File: config.mk
export PLATFORM = sky130hd
export DESIGN_NAME = ndq_front_flat
export DESIGN_NICKNAME = d
export VERILOG_FILES = /design/src/rtl/core/ndq_pkg.sv /design/src/rtl/core/ndq_in_if.sv /design/src/rtl/core/ndq_front.sv /design/src/flat_wrapper.sv
export SDC_FILE = /design/constraint.sdc
export NUM_CORES = 2
export LEC_CHECK = 0
export BUFFER_PORTS_ARGS = -buffer_cell sky130_fd_sc_hd__buf_2
export CAP_MARGIN = 20
export CORE_MARGIN = 1.5
export CORE_UTILIZATION = 59
export DETAILED_ROUTE_END_ITERATION = 8
export GPL_TIMING_DRIVEN = 0
export PLACE_DENSITY = 0.8
export SKIP_CTS_REPAIR_TIMING = 1
export SYNTH_ARGS = -nofsm -noshare
export SYNTH_HDL_FRONTEND = slang
export SYNTH_SLANG_ARGS = --single-unit
export TNS_END_PERCENT = 100
File: constraint.sdc
create_clock -name clk -period 23 [get_ports clk]
set_clock_uncertainty 0.15 [all_clocks]
set_input_delay 4.6 -clock clk [delete_from_list [all_inputs] [get_ports clk]]
set_output_delay 4.6 -clock clk [all_outputs]
set_load 0.1 [all_outputs]
File: src/rtl/core/ndq_pkg.sv
// ndq_pkg: shared types, constants and binary16 helper functions for the
// nibble dequantiser. No dependencies.
package ndq_pkg;

	localparam logic KIND_HEADER = 1'b0;
	localparam logic KIND_DATA   = 1'b1;

	localparam logic [15:0] HALF_QNAN = 16'h7E00;
	localparam logic [14:0] HALF_INF  = 15'h7C00;

	// binary32 1/15 = 0x888889 * 2^-27
	localparam logic [23:0] RECIP15_MANT = 24'h888889;
	localparam int          RECIP15_SHIFT = 27;

	localparam int QUEUE_DEPTH = 4;
	localparam int QUEUE_PTR_W = 2;
	localparam int QUEUE_CNT_W = 3;

	typedef struct packed {
		logic [15:0] gmin;
		logic [15:0] step;
		logic [7:0]  dbyte;
		logic        last;
	} ndq_entry_t;

	typedef struct packed {
		logic       push;
		ndq_entry_t entry;
	} ndq_push_t;

	typedef struct packed {
		logic       not_empty;
		logic       full;
		ndq_entry_t entry;
	} ndq_qstat_t;

	function automatic logic half_is_nan(input logic [15:0] h);
		return (h[14:10] == 5'h1F) && (h[9:0] != 10'd0);
	endfunction

	function automatic logic half_is_inf(input logic [15:0] h);
		return (h[14:10] == 5'h1F) && (h[9:0] == 10'd0);
	endfunction

	function automatic logic half_is_zero(input logic [15:0] h);
		return h[14:0] == 15'd0;
	endfunction

	// magnitude of a finite binary16 as an integer count of 2^-24
	function automatic logic [40:0] half_to_fix(input logic [15:0] h);
		logic [40:0] m;
		m = {30'd0, 1'b1, h[9:0]};
		if (h[14:10] == 5'd0)
			return {31'd0, h[9:0]};
		return m << (h[14:10] - 5'd1);
	endfunction

	// index of the highest set bit (0 for zero)
	function automatic logic [5:0] lead_pos(input logic [63:0] x);
		logic [5:0] p;
		p = 6'd0;
		for (int i = 0; i < 64; i++)
			if (x[i])
				p = i[5:0];
		return p;
	endfunction

	// right shift with round to nearest, ties to even
	function automatic logic [63:0] rne_shift(input logic [63:0] x, input logic [6:0] s);
		logic [63:0] q;
		logic [63:0] mask;
		logic        g;
		logic        st;
		if (s == 7'd0)
			return x;
		if (s[6])
			return 64'd0;
		q    = x >> s[5:0];
		g    = x[s[5:0] - 6'd1];
		mask = (64'd1 << (s[5:0] - 6'd1)) - 64'd1;
		st   = |(x & mask);
		return q + {63'd0, g & (st | q[0])};
	endfunction

	// binary16 magnitude bits from x rounded right by s, exponent field base t
	function automatic logic [14:0] half_pack(input logic [63:0] x, input logic [6:0] s,
			input logic [5:0] t);
		logic [63:0] sum;
		sum = ({58'd0, t} << 10) + rne_shift(x, s);
		if (sum >= 64'h7C00)
			return HALF_INF;
		return sum[14:0];
	endfunction

endpackage

File: src/rtl/core/ndq_in_if.sv
// ndq_in_if: input channel of the nibble dequantiser, valid/ready plus the
// header or data byte payload. No dependencies.
interface ndq_in_if;
	logic        valid;
	logic        ready;
	logic        kind;
	logic [15:0] group_min;
	logic [15:0] group_max;
	logic [7:0]  data_byte;

	modport source(output valid, kind, group_min, group_max, data_byte, input ready);
	modport sink(input valid, kind, group_min, group_max, data_byte, output ready);
endinterface

File: src/rtl/core/ndq_front.sv
// ndq_front: accepts items, computes the binary16 step of each header in an
// eight stage pipeline, keeps min/step/byte counter and pushes data bytes.
// Depends on ndq_pkg and ndq_in_if.
module ndq_front #(
	parameter int GROUP_ELEMENTS = 64
) (
	input  logic                  clk,
	input  logic                  arst_n,
	ndq_in_if.sink                din,
	input  logic                  q_full,
	output ndq_pkg::ndq_push_t    push
);
	import ndq_pkg::*;

	localparam int BYTES = (GROUP_ELEMENTS / 2 > 0) ? GROUP_ELEMENTS / 2 : 1;
	localparam int IDX_W = (BYTES > 1) ? $clog2(BYTES) : 1;

	typedef struct packed {
		logic        kind;
		logic [7:0]  dbyte;
		logic [15:0] gmin;
		logic [15:0] gmax;
		logic        snan;
		logic        sinf;
		logic        sneg;
		logic        szero;
		logic [41:0] mag;
		logic [5:0]  lead;
		logic [24:0] mant;
		logic [4:0]  k;
		logic [48:0] prod;
		logic [24:0] q2;
		logic [5:0]  t;
		logic [6:0]  sh;
	} fr_t;

	fr_t st_s1, st_s2, st_s3, st_s4, st_s5, st_s6, st_s7, st_s8;
	fr_t c1, c2, c3, c4, c5, c6, c7;
	logic v_s1, v_s2, v_s3, v_s4, v_s5, v_s6, v_s7, v_s8;
	logic adv;

	logic [15:0]      offset_q, step_q, step_new;
	logic [IDX_W-1:0] idx_q;
	logic             last;

	logic [40:0]        lo_fix, hi_fix;
	logic signed [41:0] lo_v, hi_v, dif;
	logic               lo_nan, hi_nan, lo_inf, hi_inf;
	logic [5:0]         s4_sh, s7_sh, l3;
	logic signed [8:0]  k3, p3;

	assign adv       = !(v_s8 && st_s8.kind == KIND_DATA && q_full);
	assign din.ready = adv;

	always_comb begin
		c1       = st_s1;
		c1.kind  = din.kind;
		c1.dbyte = din.data_byte;
		c1.gmin  = din.group_min;
		c1.gmax  = din.group_max;

		// exact difference max - min in units of 2^-24
		c2     = st_s1;
		lo_fix = half_to_fix(st_s1.gmin);
		hi_fix = half_to_fix(st_s1.gmax);
		lo_v   = st_s1.gmin[15] ? -$signed({1'b0, lo_fix}) : $signed({1'b0, lo_fix});
		hi_v   = st_s1.gmax[15] ? -$signed({1'b0, hi_fix}) : $signed({1'b0, hi_fix});
		dif    = hi_v - lo_v;
		lo_nan = half_is_nan(st_s1.gmin);
		hi_nan = half_is_nan(st_s1.gmax);
		lo_inf = half_is_inf(st_s1.gmin);
		hi_inf = half_is_inf(st_s1.gmax);
		c2.snan  = lo_nan || hi_nan || (lo_inf && hi_inf && st_s1.gmin[15] == st_s1.gmax[15]);
		c2.sinf  = lo_inf || hi_inf;
		c2.szero = (dif == 42'sd0);
		c2.mag   = dif[41] ? 42'(-dif) : 42'(dif);
		if (lo_inf || hi_inf)
			c2.sneg = hi_inf ? st_s1.gmax[15] : !st_s1.gmin[15];
		else if (dif == 42'sd0)
			c2.sneg = half_is_zero(st_s1.gmin) && half_is_zero(st_s1.gmax)
				&& st_s1.gmax[15] && !st_s1.gmin[15];
		else
			c2.sneg = dif[41];

		c3      = st_s2;
		c3.lead = lead_pos({22'd0, st_s2.mag});

		// round to binary32 precision
		c4     = st_s3;
		s4_sh  = (st_s3.lead > 6'd23) ? st_s3.lead - 6'd23 : 6'd0;
		c4.mant = 25'(rne_shift({22'd0, st_s3.mag}, {1'b0, s4_sh}));
		c4.k    = s4_sh[4:0];

		c5      = st_s4;
		c5.prod = {24'd0, st_s4.mant} * {25'd0, RECIP15_MANT};

		c6      = st_s5;
		c6.lead = lead_pos({15'd0, st_s5.prod});

		// product back to binary32, then place for the binary16 rounding
		c7    = st_s6;
		s7_sh = (st_s6.lead > 6'd23) ? st_s6.lead - 6'd23 : 6'd0;
		c7.q2 = 25'(rne_shift({15'd0, st_s6.prod}, {1'b0, s7_sh}));
		l3    = (s7_sh == 6'd0) ? st_s6.lead : (c7.q2[24] ? 6'd24 : 6'd23);
		k3    = $signed({4'd0, st_s6.k}) - 9'(RECIP15_SHIFT) + $signed({3'd0, s7_sh});
		p3    = k3 + $signed({3'd0, l3});
		c7.t  = (p3 > 9'sd10) ? 6'(p3 - 9'sd10) : 6'd0;
		c7.sh = 7'($signed({3'd0, c7.t}) - k3);
	end

	always_comb begin
		if (st_s8.snan)
			step_new = HALF_QNAN;
		else if (st_s8.sinf)
			step_new = {st_s8.sneg, HALF_INF};
		else if (st_s8.szero)
			step_new = {st_s8.sneg, 15'd0};
		else
			step_new = {st_s8.sneg, half_pack({39'd0, st_s8.q2}, st_s8.sh, st_s8.t)};
	end

	assign last = (idx_q >= IDX_W'(BYTES - 1));

	always_comb begin
		push.push        = adv && v_s8 && st_s8.kind == KIND_DATA;
		push.entry.gmin  = offset_q;
		push.entry.step  = step_q;
		push.entry.dbyte = st_s8.dbyte;
		push.entry.last  = last;
	end

	always_ff @(posedge clk or negedge arst_n) begin
		if (!arst_n) begin
			{v_s1, v_s2, v_s3, v_s4, v_s5, v_s6, v_s7, v_s8} <= '0;
			offset_q <= '0;
			step_q   <= '0;
			idx_q    <= '0;
		end else if (adv) begin
			v_s1 <= din.valid;
			v_s2 <= v_s1;
			v_s3 <= v_s2;
			v_s4 <= v_s3;
			v_s5 <= v_s4;
			v_s6 <= v_s5;
			v_s7 <= v_s6;
			v_s8 <= v_s7;
			if (v_s8) begin
				if (st_s8.kind == KIND_HEADER) begin
					offset_q <= st_s8.gmin;
					step_q   <= step_new;
					idx_q    <= '0;
				end else begin
					idx_q <= last ? '0 : idx_q + IDX_W'(1);
				end
			end
		end
	end

	always_ff @(posedge clk) begin
		if (adv) begin
			st_s1 <= c1;
			st_s2 <= c2;
			st_s3 <= c3;
			st_s4 <= c4;
			st_s5 <= c5;
			st_s6 <= c6;
			st_s7 <= c7;
			st_s8 <= st_s7;
		end
	end

endmodule

File: src/flat_wrapper.sv
// flat-port wrapper written by rule: the top's interface ports become plain ports
module ndq_front_flat import ndq_pkg::*;
#(
	parameter int GROUP_ELEMENTS = 64
)
  (clk, arst_n, q_full, push, din_valid, din_kind, din_group_min, din_group_max, din_data_byte, din_ready);
  ndq_in_if din_i ();
  input  logic clk;
  input  logic arst_n;
  input  logic q_full;
  output ndq_pkg::ndq_push_t push;
  input wire logic [$bits(din_i.valid)-1:0] din_valid;
  input wire logic [$bits(din_i.kind)-1:0] din_kind;
  input wire logic [$bits(din_i.group_min)-1:0] din_group_min;
  input wire logic [$bits(din_i.group_max)-1:0] din_group_max;
  input wire logic [$bits(din_i.data_byte)-1:0] din_data_byte;
  output wire logic [$bits(din_i.ready)-1:0] din_ready;
  assign din_i.valid = din_valid;
  assign din_i.kind = din_kind;
  assign din_i.group_min = din_group_min;
  assign din_i.group_max = din_group_max;
  assign din_i.data_byte = din_data_byte;
  assign din_ready = din_i.ready;
  ndq_front #(.GROUP_ELEMENTS(GROUP_ELEMENTS)) u_core (.clk(clk), .arst_n(arst_n), .din(din_i), .q_full(q_full), .push(push));
endmodule
Yosys cells after proc, flatten, opt, wreduce, memory -nomap -nowiden
Cells that the tools add are included.
{ "totals": {"ff_bits": 599, "in_bits": 45, "out_inout_bits": 43, "wordCells": 320} }
{ "op_classes": {"addsub": 24, "mul": 1, "order_cmp": 8, "n_eq_ne": 3, "shifts": 8, "mux": 143, "bitwise": 11, "n_reduce_logical": 38} }
{ "ops": {"columns": ["cell", "count"], "rows": [
  ["2-to-1 mux 64 bit", 7],
  ["2-to-1 mux 5 bit", 50],
  ["2-to-1 mux 41 bit", 5],
  ["OR reduction 64 bit", 3],
  ["left shift 1 x 6 -> 64 bit (first input constant)", 3],
  ["subtractor 64 x 1 -> 64 bit (second input constant)", 3],
  ["2-to-1 mux 25 bit", 4],
  ["2-to-1 mux 4 bit", 25],
  ["2-to-1 mux 42 bit", 2],
  ["negation 41 -> 42 bit", 2],
  ["left shift 11 x 5 -> 41 bit", 2],
  ["adder 16 x 64 -> 64 bit", 1],
  ["adder 64 x 1 -> 64 bit", 1],
  ["AND 25 x 64 -> 64 bit", 1],
  ["AND 42 x 64 -> 64 bit", 1],
  ["AND 49 x 64 -> 64 bit", 1],
  ["greater-or-equal comparator 64 x 15 -> 1 bit (second input constant)", 1],
  [">> shifter 25 x 6 -> 64 bit", 1],
  ["2-to-1 mux 15 bit", 4],
  ["adder 25 x 1 -> 25 bit", 2],
  ["multiplier 25 x 24 -> 49 bit (second input constant)", 1],
  [">> shifter 49 x 6 -> 25 bit", 1],
  ["logical NOT 42 bit", 1],
  ["negation 42 bit", 1],
  ["other kinds (39)", 113]
]} }

Depth between registers and ports, before layout
{ "depth": {"word_depth": 47, "ltp_mapped": 42, "ltp_nobuf": 38} }

Least setup slack after synthesis
No wires, ideal clock.
{ "synth_path": {"kind": "input -> register", "from": "input port q_full", "to": "register u_core.st_s1, in the netlist u_core.c2[169], enable pin", "t_arrival_ns": 18.013, "required_ns": 17.127, "setup_slack_ns": -0.886, "cell_stages": 1, "n_path_buf": 0, "cell_sequence": "nand3_1"} }
{ "synth_between": {"elab_chain_len": 1} }
{ "synth_rtl": {"columns": ["element", "line_no", "source"], "rows": [
  ["from (decl)", "flat_wrapper.sv:10", "input logic q_full;"],
  ["logical AND 1 bit", "ndq_front.sv:52", "assign adv = !(v_s8 && st_s8.kind == KIND_DATA && q_full);"],
  ["to (signal assigned)", "ndq_front.sv:161", "st_s1 <= c1;"],
  ["to (decl)", "ndq_front.sv:37", "fr_t st_s1, st_s2, st_s3, st_s4, st_s5, st_s6, st_s7, st_s8;"]
]} }
No other way between the ends.
A chain may end at the register's enable or synchronous reset.

==> results.md <==
* Slew Viols, Final at 0
* Worst Hold End: u_core.st_s8[166]
* Tmin final at roughly 12 ns
* GRT Resource Usage Total at 0.367
* Nets at ~5800
* Hold_sp: u_core.st_s7[166]
* Synthesized area at slightly above 50000 um^2
* CTS max path bufs at 3
* Vias in the first global route at between 40000 and 50000
* Gate count after technology mapping at 5210
* Hold Path Class: reg -> reg
* R2R depth at 40
* Total CTS buffers at 61
* Slowest CP cell: nor3_1
* Clock transition at path regs at 0.06 ns
* Dominant synthesized flop cell: edfxtp_1
* Final Cycle Share at 0.538
* Row count at approximately 110
* Seq/Total Area, Yosys at 0.352
* Vias per cell at between 6 and 7
* Leading cell type in the layout, fill and taps excluded: edfxtp_1
* Relative slew slack at 0.151
* Worst-margin pin slew at around 1.3 ns
* Die width at between 200 and 300 um
* # fillers at about 6900
* Most used routing layer: met2
* CP most frequent cell: ha_1
* GRT Residual Overflow at 0
* Reg2reg start: u_core.c7[118]
* RSZ-0062 raised after global routing: no
* Hold Crit Depth at 0
* CP max FO at 13
* Mapped Avg Cell Area at ~9.7 um^2
* Vias at 44500
* Critical path's largest stage delay at between 0.7 and 0.8 ns
* Worst Setup End Kind: flop
* Placed instance area at around 53000 um^2
* Post-synth top area share at 0.329
* # clock sinks at approximately 600
* Synth async-reset ratio at 0.0751
* Fin Hold WS at 0.253 ns
* Clock latency at the later pin of the worst-skew pair at 0.67 ns
* R2r endpoint: u_core.st_s7[6]
* # IOs at just under 90
* Initial antenna violation count at 0
* Post-synth EDFFs at about 550
* Status: completed
* Met3 usage at 0.0715
* Crit path DAT at 12.63 ns
* H-tree Lvls at 2
* Setup violators final at 0
* Top cells by area, synth: edfxtp_1 (33%), ha_1 (8.1%), mux4_2 (5.3%), nand2_1 (4.1%), mux2i_1 (4.1%)
* Initial Utilization at 0.594
* Worst Setup Start Kind: flop
* Delay-heaviest family, CP: compound AO/OA/AOI/OAI gates
* First-pass GRT wire length at around 250000 um
* Root Buffer: clkbuf_16
* Final Cell Area at 54700 um^2
* Worst path required time at 23.25 ns
* Commonest non-fill, non-tap cells in the layout: edfxtp_1 (554), nand2_1 (551), nor2_1 (375)
* First drt pass iteration count at 8
* Yosys warns at 0
* Routability Congestion at 1.03
* Met2 Usage GRT at 0.587
* Routing usage on met1 at 0.473
* CTS tree: built
* Routed len/inst at ~25 um
* 1st-iter DRT viols at roughly 5300
* Final core occ at 0.644
* Largest net degree at the start of global routing at just under 70
* Synth area leader: edfxtp_1
* Unique masters post-synth at between 90 and 100
* WP buf/inv at 8
* Max-Cap Viols at 0
* Final WL at 163000 um
* Layout cell share with drive strength beyond 1 at 0.0937
* Crit Path Class: reg -> reg
* Fin Setup TNS at 0 ns
* Syn nets at between 5000 and 6000
* DR DRC count at 0
* Routed Antenna Nets at 0
* CORE AREA at around 85000 um^2
* Synthesis-to-layout area growth at 8.32%
* F_max at a little over 0.08 GHz
* Endpoints failing hold at 0
* Flop and latch count out of synthesis at 599
* DIE AREA at a little under 90000 um^2
* Flop-to-flop setup slack at 10.62 ns
* Final HPWL DP at 123000 um
* I/O Buffers at 87
* Die Y at 296 um
worst max path at each step:
stage                            to  slack, ns           start  cells after the start
finish              u_core.st_s7[6]      10.62  u_core.c7[118]                     40
detailed placement  u_core.st_s7[6]      11.11  u_core.c7[118]                     40
floorplan                 din_ready       6.04          q_full                      1
global route        u_core.st_s7[6]      10.12  u_core.c7[118]                     40
CTS                 u_core.st_s7[6]      11.10  u_core.c7[118]                     40
global placement          din_ready       0.78          q_full                      3
per-stage QoR:
stage          setup slack [ns]  std cells
6_report                  10.62       6569
5_1_grt                   10.12       6568
4_1_cts                   11.10       6565
3_5_place_dp              11.11       6453
3_3_place_gp              0.778       6441
2_1_floorplan              6.04       5210
state kept, by name (all words and copies together), names as in the netlist, 41 cells and up:
name and cells:
u_core.st_s8 59, u_core.c3 71, u_core.c4 77, u_core.st_s7 67
u_core.c6 83, u_core.c7 89, u_core.c2 41, u_core.c5 59
routing by layer:
layer / part of all wire / routed length (um)
met5: 0 / 0
met4: 0.060 / 9740
met2: 0.46 / 75000
met1: 0.39 / 63200
met3: 0.094 / 15300
logic make-up (layout without fill, tap and decap cells):
kind of cell / count (synthesis) / after routing / synth area share
flops: 599 / 599 / 0.352
fa+ha+maj: 413 / 413 / 0.115
simple gates: 1606 / 1606 / 0.152
compound gates: 1379 / 1379 / 0.183
xor+xnor: 302 / 302 / 0.0525
mux: 365 / 365 / 0.103
other cells: 1 / 2 / 0.0000742
buf+inv: 545 / 759 / 0.0431
synthesized netlist by cell type (36+ instances only):
master and number:
edfxtp_1 554, nand2_1 551, nor2_1 375, ha_1 326, a21oi_1 307, o21ai_0 294, inv_1 254, mux2i_1 205
xnor2_1 194, clkbuf_1 192, nand3_1 132, mux4_2 120, xor2_1 107, nor3_1 91, fa_1 87, and3_1 72
a211oi_1 67, nand4_1 61, a21o_1 60, a31oi_1 57, o31ai_1 56, nor4_1 54, buf_2 49, a22oi_1 47
dfrtp_1 45, nand2b_1 44, o21a_1 43, o211ai_1 41, mux2_2 40, or2_2 40, o22ai_1 38, or3_1 36
cell type report:
class,count,area (um^2),share of cell area
Antenna cell,1,2.50,0.0000457
Buffer,284,1200,0.0219
Clock buffer,75,1580,0.0289
Clock inverter,37,449,0.00821
Inverter,261,980,0.0179
Multi-Input combinational cell,4066,30600,0.559
Sequential cell,599,17800,0.325
Tap cell,1144,1430,0.0262
Timing Repair Buffer,102,726,0.0133
Power is not shown: default switching activity piles up to over one toggle a cycle in this logic, so the estimate is an artifact.
