--- src/rtl/core/ndq_pkg.sv ---
// ndq_pkg: shared types, constants and binary16 helper functions for the
// nibble dequantiser. No dependencies.
package ndq_pkg;

	localparam logic KIND_HEADER = 1'b0;
	localparam logic KIND_DATA   = 1'b1;

	localparam logic [15:0] HALF_QNAN = 16'h7E00;
	localparam logic [14:0] HALF_INF  = 15'h7C00;

	// binary32 1/15 = 0x888889 * 2^-27
	localparam logic [23:0] RECIP15_MANT = 24'h888889;
	localparam int          RECIP15_SHIFT = 27;

	localparam int QUEUE_DEPTH = 4;
	localparam int QUEUE_PTR_W = 2;
	localparam int QUEUE_CNT_W = 3;

	typedef struct packed {
		logic [15:0] gmin;
		logic [15:0] step;
		logic [7:0]  dbyte;
		logic        last;
	} ndq_entry_t;

	typedef struct packed {
		logic       push;
		ndq_entry_t entry;
	} ndq_push_t;

	typedef struct packed {
		logic       not_empty;
		logic       full;
		ndq_entry_t entry;
	} ndq_qstat_t;

	function automatic logic half_is_nan(input logic [15:0] h);
		return (h[14:10] == 5'h1F) && (h[9:0] != 10'd0);
	endfunction

	function automatic logic half_is_inf(input logic [15:0] h);
		return (h[14:10] == 5'h1F) && (h[9:0] == 10'd0);
	endfunction

	function automatic logic half_is_zero(input logic [15:0] h);
		return h[14:0] == 15'd0;
	endfunction

	// magnitude of a finite binary16 as an integer count of 2^-24
	function automatic logic [40:0] half_to_fix(input logic [15:0] h);
		logic [40:0] m;
		m = {30'd0, 1'b1, h[9:0]};
		if (h[14:10] == 5'd0)
			return {31'd0, h[9:0]};
		return m << (h[14:10] - 5'd1);
	endfunction

	// index of the highest set bit (0 for zero)
	function automatic logic [5:0] lead_pos(input logic [63:0] x);
		logic [5:0] p;
		p = 6'd0;
		for (int i = 0; i < 64; i++)
			if (x[i])
				p = i[5:0];
		return p;
	endfunction

	// right shift with round to nearest, ties to even
	function automatic logic [63:0] rne_shift(input logic [63:0] x, input logic [6:0] s);
		logic [63:0] q;
		logic [63:0] mask;
		logic        g;
		logic        st;
		if (s == 7'd0)
			return x;
		if (s[6])
			return 64'd0;
		q    = x >> s[5:0];
		g    = x[s[5:0] - 6'd1];
		mask = (64'd1 << (s[5:0] - 6'd1)) - 64'd1;
		st   = |(x & mask);
		return q + {63'd0, g & (st | q[0])};
	endfunction

	// binary16 magnitude bits from x rounded right by s, exponent field base t
	function automatic logic [14:0] half_pack(input logic [63:0] x, input logic [6:0] s,
			input logic [5:0] t);
		logic [63:0] sum;
		sum = ({58'd0, t} << 10) + rne_shift(x, s);
		if (sum >= 64'h7C00)
			return HALF_INF;
		return sum[14:0];
	endfunction

endpackage

--- src/rtl/core/ndq_queue.sv ---
// ndq_queue: four entry FIFO between the front and back parts.
// Depends on ndq_pkg.
module ndq_queue (
	input  logic                clk,
	input  logic                arst_n,
	input  ndq_pkg::ndq_push_t  push,
	input  logic                pop,
	output ndq_pkg::ndq_qstat_t stat
);
	import ndq_pkg::*;

	ndq_entry_t             mem_q [QUEUE_DEPTH];
	logic [QUEUE_PTR_W-1:0] wr_q, rd_q;
	logic [QUEUE_CNT_W-1:0] cnt_q;
	logic                   do_push, do_pop;

	assign stat.not_empty = (cnt_q != '0);
	assign stat.full      = (cnt_q == QUEUE_CNT_W'(QUEUE_DEPTH));
	assign stat.entry     = mem_q[rd_q];
	assign do_push        = push.push && !stat.full;
	assign do_pop         = pop && stat.not_empty;

	always_ff @(posedge clk or negedge arst_n) begin
		if (!arst_n) begin
			wr_q  <= '0;
			rd_q  <= '0;
			cnt_q <= '0;
		end else begin
			if (do_push)
				wr_q <= wr_q + QUEUE_PTR_W'(1);
			if (do_pop)
				rd_q <= rd_q + QUEUE_PTR_W'(1);
			if (do_push && !do_pop)
				cnt_q <= cnt_q + QUEUE_CNT_W'(1);
			else if (do_pop && !do_push)
				cnt_q <= cnt_q - QUEUE_CNT_W'(1);
		end
	end

	always_ff @(posedge clk) begin
		if (do_push)
			mem_q[wr_q] <= push.entry;
	end

endmodule

--- config.mk ---
export PLATFORM = sky130hd
export DESIGN_NAME = ndq_queue
export DESIGN_NICKNAME = d
export VERILOG_FILES = /design/src/rtl/core/ndq_pkg.sv /design/src/rtl/core/ndq_queue.sv
export SDC_FILE = /design/constraint.sdc
export NUM_CORES = 1
export LEC_CHECK = 0
export BUFFER_PORTS_ARGS = -buffer_cell sky130_fd_sc_hd__buf_2
export CAP_MARGIN = 25
export CORE_UTILIZATION = 45
export CTS_CLUSTER_DIAMETER = 30
export DETAILED_ROUTE_END_ITERATION = 8
export PLACE_DENSITY = 0.66
export SYNTH_ARGS = -nofsm -noshare
export SYNTH_HDL_FRONTEND = slang
export SYNTH_SLANG_ARGS = --single-unit
--- constraint.sdc ---
create_clock -name clk -period 2.1 [get_ports clk]
set_clock_uncertainty 0.1 [all_clocks]
set_input_delay 0.42 -clock clk [delete_from_list [all_inputs] [get_ports clk]]
set_output_delay 0.42 -clock clk [all_outputs]
set_load 0.01 [all_outputs]
== Yosys cells after proc, flatten, opt, wreduce, memory -nomap -nowiden ==
Memories as Yosys holds them, arrays and structs flattened.
Index checks and enable logic that the tools add are counted.

* Bits in registers: 7
* Latch bits: 0
* Memory bits (writable): 164
* Bits in read-only memories: 0
* Input bits: 45
* Output and inout bits: 43
* Word-level logic and storage cells: 22
* Memories: 1

{| class="wikitable"
|+ Memory list
! name !! words !! width !! rd ports !! clocked after Yosys merged registers in !! wr ports !! RTL line !! RTL
|-
| mem_q || 4 || 41 || 1 || 0 || 1 || ndq_queue.sv:12 || <nowiki>ndq_entry_t mem_q [QUEUE_DEPTH];</nowiki>
|}

* Add/subtract/negate cells: 4
* $mul: 0
* Divide/modulo/power cells: 0
* Order comparisons: 0
* Eq/ne operators: 1
* Shift operators: 0
* Multiplexer cells: 4
* Bitwise gates (word level): 0
* Reduce and logical (&&, ||, !) cells: 9

{| class="wikitable"
|+ Operators with widths
! operator !! count
|-
| 3-bit two-way mux || 2
|-
| 2-bit by 1-bit adder with 2-bit output, second input constant || 2
|-
| 1-bit logical AND || 4
|-
| 3-bit by 1-bit adder with 3-bit output, second input constant || 1
|-
| 3-bit equality test, second input constant || 1
|-
| 1-bit zero test || 3
|-
| 3-bit nonzero test || 1
|-
| 3-bit by 1-bit subtractor with 3-bit output, second input constant || 1
|-
| 1-bit two-way mux || 2
|-
| 2-bit nonzero test || 1
|}

== Longest topological paths before layout ==
Gate-level depths: netlist of run 1.

* Depth after elaboration: 7
* Gate-level depth with buffers: 9
* Gate-level depth less buffers: 8

== Worst setup path before layout of run 1 ==
No wires, ideal clock.

* Path kind: flip-flop to flip-flop
* Start: register cnt_q[2]
* End: memory mem_q[2][0] in the netlist's numbering, enable pin
* Setup time: 0.402 ns
* Data arrival time: 1.824 ns
* Required time: 1.598 ns
* Slack: -0.226 ns
* Cell stages (with the launch flop): 5
* Path buffers: 1
* Period minus slack after synthesis: 2.326 ns
* Path through: dfrtp_1 nor3b_2 nor2b_1 buf_6 and2_1

{| class="wikitable"
|+ RTL lines
! what !! RTL line !! RTL
|-
| start, declared || ndq_queue.sv:14 || <nowiki>logic [QUEUE_CNT_W-1:0] cnt_q;</nowiki>
|-
| start signal, assigned || ndq_queue.sv:34 || <nowiki>cnt_q <= cnt_q + QUEUE_CNT_W'(1);</nowiki>
|-
| start signal, assigned || ndq_queue.sv:36 || <nowiki>cnt_q <= cnt_q - QUEUE_CNT_W'(1);</nowiki>
|-
| end, declared || ndq_queue.sv:12 ||
|}

==> results of run 1 <==
-- critical path: stages, from the launching register on --
cell and delay [ns]:
dfrtp_4 0.53, buf_12 0.16, buf_16 0.13, mux4_2 0.44
buf_6 0.14
-- what timing repair did --
action | 4_1_cts | 5_1_grt
setup endpoints to repair | 41 | 42
endpoints found under the hold margin | 7 | 0
pin swaps | 0 | 2
cloned | 3 | 0
gates resized for setup | 22 | 14
setup buffers | 3 | 1
hold buffers | 1 | 0
-- cell usage in the layout, fill, tap and decap left out, types with 4 or more instances in the layout --
cell,instances
and2_2,4
buf_12,5
buf_2,60
buf_4,14
buf_6,27
bufinv_16,7
clkbuf_16,17
dfrtp_1,5
edfxtp_1,164
ha_1,4
mux4_2,41
xnor2_1,4
-- flip-flops by register name, indices dropped and copies added (netlist names) --
signal / cells
cnt_q: 3
wr_q: 2
mem_q: 164
rd_q: 2
-- worst paths after layout --
path | startpoint | end | slack, ns | cells after the start
max | rd_q[0] | stat[1] | -0.25 | 4
min | push[32] | mem_q[3][32] | 0.11 | 1
max reg2reg | cnt_q[0] | cnt_q[2] | 0.09 | 8
min reg2reg | cnt_q[2] | cnt_q[2] | 0.39 | 1
max in group asynchronous | arst_n | rd_q[0] | 1.47 | 2
min in group asynchronous | arst_n | cnt_q[2] | 0.26 | 2
-- through the flow --
| stage | cell area [µm²] | setup TNS (ns) | worst slack, ns | hold WS (ns) | std cells |
|---|---|---|---|---|---|
| after floorplan | 6410 | 0 | 0.00247 | 0.0244 | 250 |
| after global placement | 7100 | 0 | 0.0787 | 0.165 | 521 |
| after detailed placement | 7100 | 0 | 0.0199 | 0.167 | 521 |
| after CTS | 8000 | -9.88 | -0.285 | 0.0946 | 560 |
| after global routing | 8060 | -10.43 | -0.300 | 0.0900 | 560 |
| final | 8060 | -7.89 | -0.251 | 0.110 | 561 |
-- power by group through the flow --
stage,registers [µW],clock network [µW],logic (µW)
5_1_grt,4780,3740,4300
2_1_floorplan,4720,0,2270
6_report,4720,3550,3990
3_3_place_gp,4730,0,3300
4_1_cts,4730,3600,3950
3_5_place_dp,4780,0,3330
-- kinds of logic after synthesis --
| kind of cell | share of synthesized area [%] |
|---|---|
| multiplexers | 15.0 |
| AND/OR/NAND/NOR | 0.978 |
| adder cells (fa/ha/maj) | 1.29 |
| buffers and inverters | 2.15 |
| XOR/XNOR | 0.822 |
| flip-flops | 79.7 |
-- routing by layer --
| layer | track usage, % | share of wire (%) | vias to the layer above |
|---|---|---|---|
| li1 | - | - | 1287 |
| met1 | 18.8 | 40 | 1518 |
| met2 | 28.3 | 52 | 83 |
| met3 | 5.87 | 6.3 | 17 |
| met4 | 7.02 | 1.7 | 0 |
| met5 | 0 | 0 | - |
-- cell type report --
class	count	area, µm²
timing repair buffer	109	875
tap	180	225
clock inverter	14	249
multi-input combinational	65	1160
sequential	171	5100
clock buffer	18	429
inverter	3	11.3
antenna	1	2.50
fill	1023	5820
==> metrics, run 1 <==
Internal=9030 µW; antenna viol nets, final=0; std cell rows=43; share of flip-flops with an asynchronous set or reset=4.09%; Die Area=14,700 µm²; initial antenna violation count=1; Core ar.=13,900 µm²; Seq pwr share=38.5%; H-tree Lvls=4; Setup crit start kind=flip-flop; Initial Util=~46%; synth top area cells=edfxtp_1 (77%), mux4_2 (13%), dfrtp_1 (2.7%), buf_12 (1.3%), mux4_1 (1.2%); Tmin final=2.35 ns; Area Growth Syn to Fin=26.0%; Sinks on Clock Net=171; CTS root buffer=clkbuf_16; Slew HR=75.9%; Synth Area per Inst=25.6 µm²; drt initial violations=256; PwrDens=1520 nW/µm²; Post-synth EDFFs=164; worst skew pair latency=0.42 ns; outcome=complete, but fails checks; RSZ-0062 raised after global routing=true; Fin. Hold Viols=0; Mapped Area=6400 µm²; Overall Global Routing Usage=16.5%; Boundary Pins=88; Sw Share=26.4%; number of synthesized register bits=171; final-stage net count=418; Setup CP Type=reg2out; fmax=425 MHz; largest net degree at the start of global routing=43; Core Util, Final=58.1%; DIE WIDTH=121 µm; final setup fails=41; proportion of layout cells with a drive suffix above 1=approximately half; Port-buffer cells=87; leakage power=0.00284 µW; Overflow after GRT=0; Commonest cells post-synth=edfxtp_1 (164), mux4_2 (38), dfrtp_1 (7), ha_1 (5); failing checks=setup timing; setup ws final=-0.251 ns; first-pass GRT wire length=between 15 and 20 mm; Mapped Nets=between 300 and 400; CTS clk-pin slew, worst paths=0.06 ns; routability congestion estimate from global placement=0.662; Die Height=121 µm; Clk pwr share=28.9%; Hold Crit Class=in2reg; highest ir drop seen on vdd=1.17 mV; Net Sw Power=3230 µW; vias per inst=5.18; Max Root-Sink Buffers=2; # Max-Cap Violations=0; total CTS buffers=17; via count=between 2,000 and 3,000; synth unique cells=22; Worst Path Max Fanout=5; Required @ worst endpoint=between 1.5 and 2 ns; drt pass-1 iters=4; Slew @ Worst Pin=0.361 ns; post-synth top area share=77.0%; Ys Warns=0; fin crit share=112%; Max Slew Vio Count=0; post-DP HPWL=6.34 mm; crit path DAT=approximately 1.8 ns; most numerous cell in the Yosys netlist=edfxtp_1; commonest register cell after synthesis=edfxtp_1; post-detailed-route wirelength per cell=19.8 µm; sequential fraction of the synthesis area=79.7%; vias in the first global route=3,118; area leader, netlist=edfxtp_1; CTS tree=done; combinational power share=between 30% and 40%; detailed-route wire length=11.1 mm; DRC=0; CP endpoint kind=primary output; Post-Syn Instances=250; Pwr Total=about 12,000 µW
No activity file was read; power rests on OpenSTA's default activity.
==> run 2: changes to the inputs <==
--- a/config.mk
+++ b/config.mk
@@ -10,6 +10,7 @@
 export CORE_UTILIZATION = 45
 export CTS_CLUSTER_DIAMETER = 30
 export DETAILED_ROUTE_END_ITERATION = 8
+export GPL_TIMING_DRIVEN = 0
 export PLACE_DENSITY = 0.66
 export SYNTH_ARGS = -nofsm -noshare
 export SYNTH_HDL_FRONTEND = slang
==> run 2 against run 1 <==
Effect of this change:
- the run still ends with setup timing left
- largest cell class unchanged
- critical path type unchanged
- setup slack better by 0.062 ns
- core utilization decreased by 0.13 points
- hold slack improved by 0.0013 ns
==> metrics, run 2 (synthesis gave the netlist of run 1 again) <==
Setup CP Type=reg2out; Core Util, Final=58.0% (-0.13 points); Multi-input gate area=1200 µm² (+2.7%); Setup crit start kind=flip-flop; Bufs and invs on worst path=3 (unchanged); worst-path cell chain=buf_12, buf_12, mux4_2, buf_6; DIE WIDTH=121 µm (unchanged); worst skew pair latency=0.41 ns (about the same); routability congestion estimate from global placement=0.671 (+1.4%); Slew @ Worst Pin=0.461 ns (+0.0993 ns); Area Growth Syn to Fin=25.8%; Max Slew Vio Count=0 (unchanged); RSZ-0062 raised after global routing=true; std cell rows=43 (unchanged); post-DP HPWL=6.54 mm (+3.0%); Hold Path Depth=1 (unchanged); commonest non-fill, non-tap cell in the layout=edfxtp_1; FF/Latch Area=5100 µm² (about the same); Most flops, register=mem_q; Largest register FFs=164 (unchanged); most frequent cells in the layout=edfxtp_1 (164), buf_2 (57), mux4_2 (41); CP endpoint kind=primary output; vias in the first global route=3,087 (-0.99%); DRC=0 (unchanged); total CTS buffers=17 (unchanged); setup ws final=-0.189 ns (+0.0620 ns); Fin Hold WS=0.111 ns (+0.00134 ns); Max Root-Sink Buffers=2 (unchanged); fin crit share=109% (-3.0 points); CP top delay family=multiplexers; post-detailed-route wirelength per cell=19.1 µm (-3.4%); Cells after DPL=521 (unchanged); Sinks on Clock Net=171 (unchanged); PwrDens=1470 nW/µm² (-3.6%); failing checks=setup timing; Port-buffer cells=87 (unchanged); CTS root buffer=clkbuf_16; biggest regs=mem_q (164), cnt_q (3); CTS tree=done; Slew HR=69.3% (-6.6 points); drt pass-1 iters=4 (unchanged); Tmin final=2.29 ns (-0.0620 ns); Fin. Hold Viols=0 (unchanged); via count=2,881 (-0.83%); detailed-route wire length=10.8 mm (-2.9%); Layout Cells excl Fill=564 (+0.53%); CTS clk-pin slew, worst paths=0.06 ns (about the same); leakage power=0.00282 µW (-0.75%); number of fill cells=1,037 (+1.4%); Crit-path slowest cell=mux4_2; Die Area=14,700 µm² (unchanged); final-stage net count=421 (+0.72%); Overall Global Routing Usage=16.1% (-0.48 points); Largest stage delay, worst path=0.53 ns (about the same); Initial Util=46.1% (unchanged); largest net degree at the start of global routing=28 (-35%); antenna viol nets, final=0 (unchanged); Overflow after GRT=0 (unchanged); drt initial violations=153 (-40%); WP depth=4 (unchanged); initial antenna violation count=1 (unchanged); Core ar.=13,900 µm² (unchanged); vias per inst=5.11 (-1.4%); most frequent CP cell=buf_12; Boundary Pins=88 (unchanged); H-tree Lvls=4 (unchanged); Required @ worst endpoint=1.58 ns (about the same); Pwr Total=11,800 µW (-3.8%); highest ir drop seen on vdd=0.760 mV (-35%); final setup fails=41 (unchanged); proportion of layout cells with a drive suffix above 1=51.2% (+0.91 points); # Max-Cap Violations=0 (unchanged); Hold Crit Class=in2reg; first-pass GRT wire length=16.3 mm (-3.4%); Worst Path Max Fanout=9 (+4); crit path DAT=1.77 ns (-0.06 ns); Die Height=121 µm (unchanged); outcome=complete, but fails checks; worst reg-to-reg path cell count=8 (unchanged); fmax=437 MHz (+2.7%)
run 2: report_power, final:
part	internal (µW)	total, µW	switching [µW]
Clock	1640	2880	1240
Sequential	4520	4710	193
Combinational	2330	4200	1870
Total	8490	11800	3300
run 2: worst paths after layout:
kind                            startpoint            to  slack [ns]
worst min register to register    cnt_q[2]      cnt_q[2]        0.41
worst max-delay path               rd_q[0]      stat[22]       -0.19
min in group asynchronous           arst_n      cnt_q[1]        0.27
worst max register to register    cnt_q[0]      cnt_q[1]        0.06
max in group asynchronous           arst_n       rd_q[1]        1.45
worst min-delay path              push[35]  mem_q[3][35]        0.11
run 2: timing repair:
item | 4_1_cts | 5_1_grt
endpoints found under the setup margin | 72 | 96
endpoints found under the hold margin | 7 | 0
gates resized for setup | 32 | 24
gates cloned | 0 | 1
buffers inserted | 5 | 4
hold buffers | 1 | 0
pin swaps | 1 | 3
run 2: final cells by class:
class	instances	share of cell area, %
Sequential cell	171	63.4
Clock buffer	19	5.38
Timing Repair Buffer	102	10.1
Tap cell	180	2.80
Antenna cell	1	0.0311
Multi-Input combinational cell	65	14.9
Buffer	10	1.76
Clock inverter	13	1.48
Inverter	3	0.140
run 2: per-layer routing:
layer / wire, µm / global-route usage (%) / up-vias
li1: - / - / 1294
met1: 4410 / 19.2 / 1506
met2: 5560 / 25.9 / 66
met3: 591 / 5.45 / 15
met4: 194 / 8.18 / 0
met5: 0 / 0 / -
run 2: through the flow:
stage / setup slack (ns) / TNS [ns] / cell area, µm²
floorplan: 0.00247 / 0 / 6410
global placement: -0.244 / -37.85 / 7070
finish: -0.189 / -6.60 / 8040
global route: -0.259 / -9.50 / 8040
CTS: -0.220 / -7.98 / 7880
detailed placement: -0.0948 / -0.181 / 7150
run 2: worst register-to-register path, stage by stage (launching register included):
cell     delay, ns
dfrtp_2       0.42
buf_6         0.13
nor3b_4       0.18
nor2b_2       0.06
buf_6         0.13
ha_4          0.16
inv_2         0.05
fa_2          0.42
mux2_4        0.28
==> run 3: changes to the inputs <==
--- a/config.mk
+++ b/config.mk
@@ -12,6 +12,7 @@
 export DETAILED_ROUTE_END_ITERATION = 8
 export GPL_TIMING_DRIVEN = 0
 export PLACE_DENSITY = 0.66
+export SETUP_SLACK_MARGIN = 0.1
 export SYNTH_ARGS = -nofsm -noshare
 export SYNTH_HDL_FRONTEND = slang
 export SYNTH_SLANG_ARGS = --single-unit
==> run 3 against run 2 <==
Effect of this change:
- the run still ends with setup timing left
- sequential power barely moved
- core utilization rose by 0.78 points
- total power rose by 2.9%
- non-clock buffer count rose by 5
- first-iteration DRC count fell by 4.6%
- sequential cell count did not move
- register-to-register slack barely moved
- final area rose by 1.3%
- combinational power rose by 2%
- wire length rose by 1.0%
- clock power rose by 10%
- critical endpoint is now stat[39]
==> metrics, run 3 (synthesis gave the netlist of run 1 again) <==
placed inst area=7170 µm² (+0.28%); std cell rows=43 (unchanged); Slew HR=76.2% (+6.9 points); Port-buffer cells=87 (unchanged); Final Cell Area=8150 µm² (+1.3%); Setup CP Type=reg2out; post-DP HPWL=6.41 mm (-1.9%); setup ws final=-0.216 ns (-0.0271 ns); antenna viol nets, final=0 (unchanged); Crit-path slowest cell=mux4_2; DIE WIDTH=121 µm (unchanged); most frequent cells in the layout=edfxtp_1 (164), buf_2 (57), mux4_2 (39); Die Area=14,700 µm² (unchanged); biggest regs=mem_q (164), cnt_q (3); worst-path cell chain=buf_12, buf_12, mux4_2, buf_6; post-detailed-route wirelength per cell=19.1 µm (+0.32%); RSZ-0062 raised after global routing=true; failing checks=setup timing; critical path startpoint=rd_q[0]; CP top delay family=multiplexers; leakage power=0.00289 µW (+2.6%); commonest non-fill, non-tap cell in the layout=edfxtp_1; # Max-Cap Violations=0 (unchanged); first-pass GRT wire length=16.4 mm (+0.68%); Layout Cells excl Fill=568 (+0.71%); Fin. Hold Viols=0 (unchanged); vias per inst=5.08 (-0.60%); most frequent CP cell=buf_12; Overall Global Routing Usage=16.1% (+0.041 points); CTS root buffer=clkbuf_16; # diodes=0 (-1); initial antenna violation count=0 (-1); Most flops, register=mem_q; highest ir drop seen on vdd=0.713 mV (-6.2%); Hold Crit Class=in2reg; Setup WS pre-CTS=-0.0899 ns (+0.00490 ns); Setup crit start kind=flip-flop; Pwr Total=12,100 µW (+2.9%); outcome=complete, but fails checks; proportion of layout cells with a drive suffix above 1=51.3% (+0.11 points); hold path start=push[4]; Max Root-Sink Buffers=2 (unchanged); fin crit share=110% (+1.3 points); drt pass-1 iters=4 (unchanged); drt initial violations=146 (-4.6%); CTS clk-pin slew, worst paths=0.07 ns (about the same); vias in the first global route=3,060 (-0.87%); Sinks on Clock Net=171 (unchanged); R2R Path Start=cnt_q[0]; Initial Util=46.1% (unchanged); worst skew pair latency=0.42 ns (about the same); routability congestion estimate from global placement=0.664 (-1.1%); Bufs and invs on worst path=3 (unchanged); Cells after DPL=521 (unchanged); Core Util, Final=58.7% (+0.78 points); Slew @ Worst Pin=0.358 ns (-0.103 ns); Core ar.=13,900 µm² (unchanged); Largest register FFs=164 (unchanged); fmax=432 MHz (-1.2%); via count=2,884 (+0.10%); Required @ worst endpoint=1.58 ns (about the same); Largest stage delay, worst path=0.52 ns (about the same); H-tree Lvls=4 (unchanged); PwrDens=1490 nW/µm² (+1.6%); CP endpoint kind=primary output; CTS tree=done; largest net degree at the start of global routing=31 (+11%); total CTS buffers=17 (unchanged); final-stage net count=426 (+1.2%); detailed-route wire length=10.9 mm (+1.0%); R2R setup slack=0.05 ns (about the same); Die Height=121 µm (unchanged); final setup fails=41 (unchanged); Area Growth Syn to Fin=27.4%; crit path DAT=1.80 ns (+0.03 ns); Overflow after GRT=0 (unchanged); Max Slew Vio Count=0 (unchanged); Worst Path Max Fanout=10 (+1); number of fill cells=1,050 (+1.3%); Tmin final=2.32 ns (+0.0271 ns); Boundary Pins=88 (unchanged); DRC=0 (unchanged)
==> run 3: cell count changes in the layout (fill, tap and decap cells not counted), sizes merged <==
cell / change
clkinvlp: -2
clkinv: -1
clkbuf: +1
buf: +3
diode: -1
inv: +2
bufinv: +2
==> run 3: report_power, final <==
group	leakage, µW	internal (µW)	total, µW	switching, µW
clock network	0.000302	1900	3180	1280
registers	0.00158	4520	4690	168
logic	0.00100	2380	4280	1890
total	0.00289	8800	12100	3340
==> run 3: cell type report <==
cell class	instances	area (µm²)	share of cell area [%]
Sequential cell	171	5100	62.6
Multi-Input combinational cell	65	1200	14.7
Timing Repair Buffer	106	857	10.5
Clock buffer	18	429	5.26
Tap cell	180	225	2.76
Clock inverter	14	181	2.23
Buffer	11	150	1.84
Inverter	3	11.3	0.138
==> run 3: worst register-to-register path: stages, from the launching register on <==
cell and delay, ns:
dfrtp_2 0.42, or3_4 0.41, nand2_4 0.10, ha_4 0.14, inv_2 0.03, fa_2 0.32
xor2_1 0.15, nor2_1 0.13, xor2_1 0.17
==> run 3: what timing repair did <==
item	CTS	global route
cloned	0	2
buffers inserted	8	4
pin swaps	5	1
resized for setup	26	22
hold endpoints to repair	7	0
setup endpoints to repair	141	44
hold buffers	1	0
==> run 3: worst paths after layout <==
path                                to  cells after the start
max in group asynchronous     cnt_q[0]                      2
setup reg to reg              cnt_q[2]                      8
min in group asynchronous     cnt_q[1]                      2
setup / recovery              stat[39]                      4
hold reg to reg               cnt_q[2]                      2
hold / removal             mem_q[3][4]                      1
==> run 3: metrics by stage <==
step                      TNS (ns)  hold WS, ns
after global routing        -10.53       0.0846
after CTS                    -9.31       0.0802
after floorplan                  0       0.0244
after detailed placement     -3.72        0.163
final                        -7.69        0.104
after global placement      -38.75        0.159
==> run 3: layer usage <==
metal	vias to the layer above	global-route usage, %	wire length [µm]
met5	-	0	0
met4	0	8.33	238
met3	18	5.22	523
met2	71	26.7	5620
met1	1486	18.7	4490
li1	1309	-	-
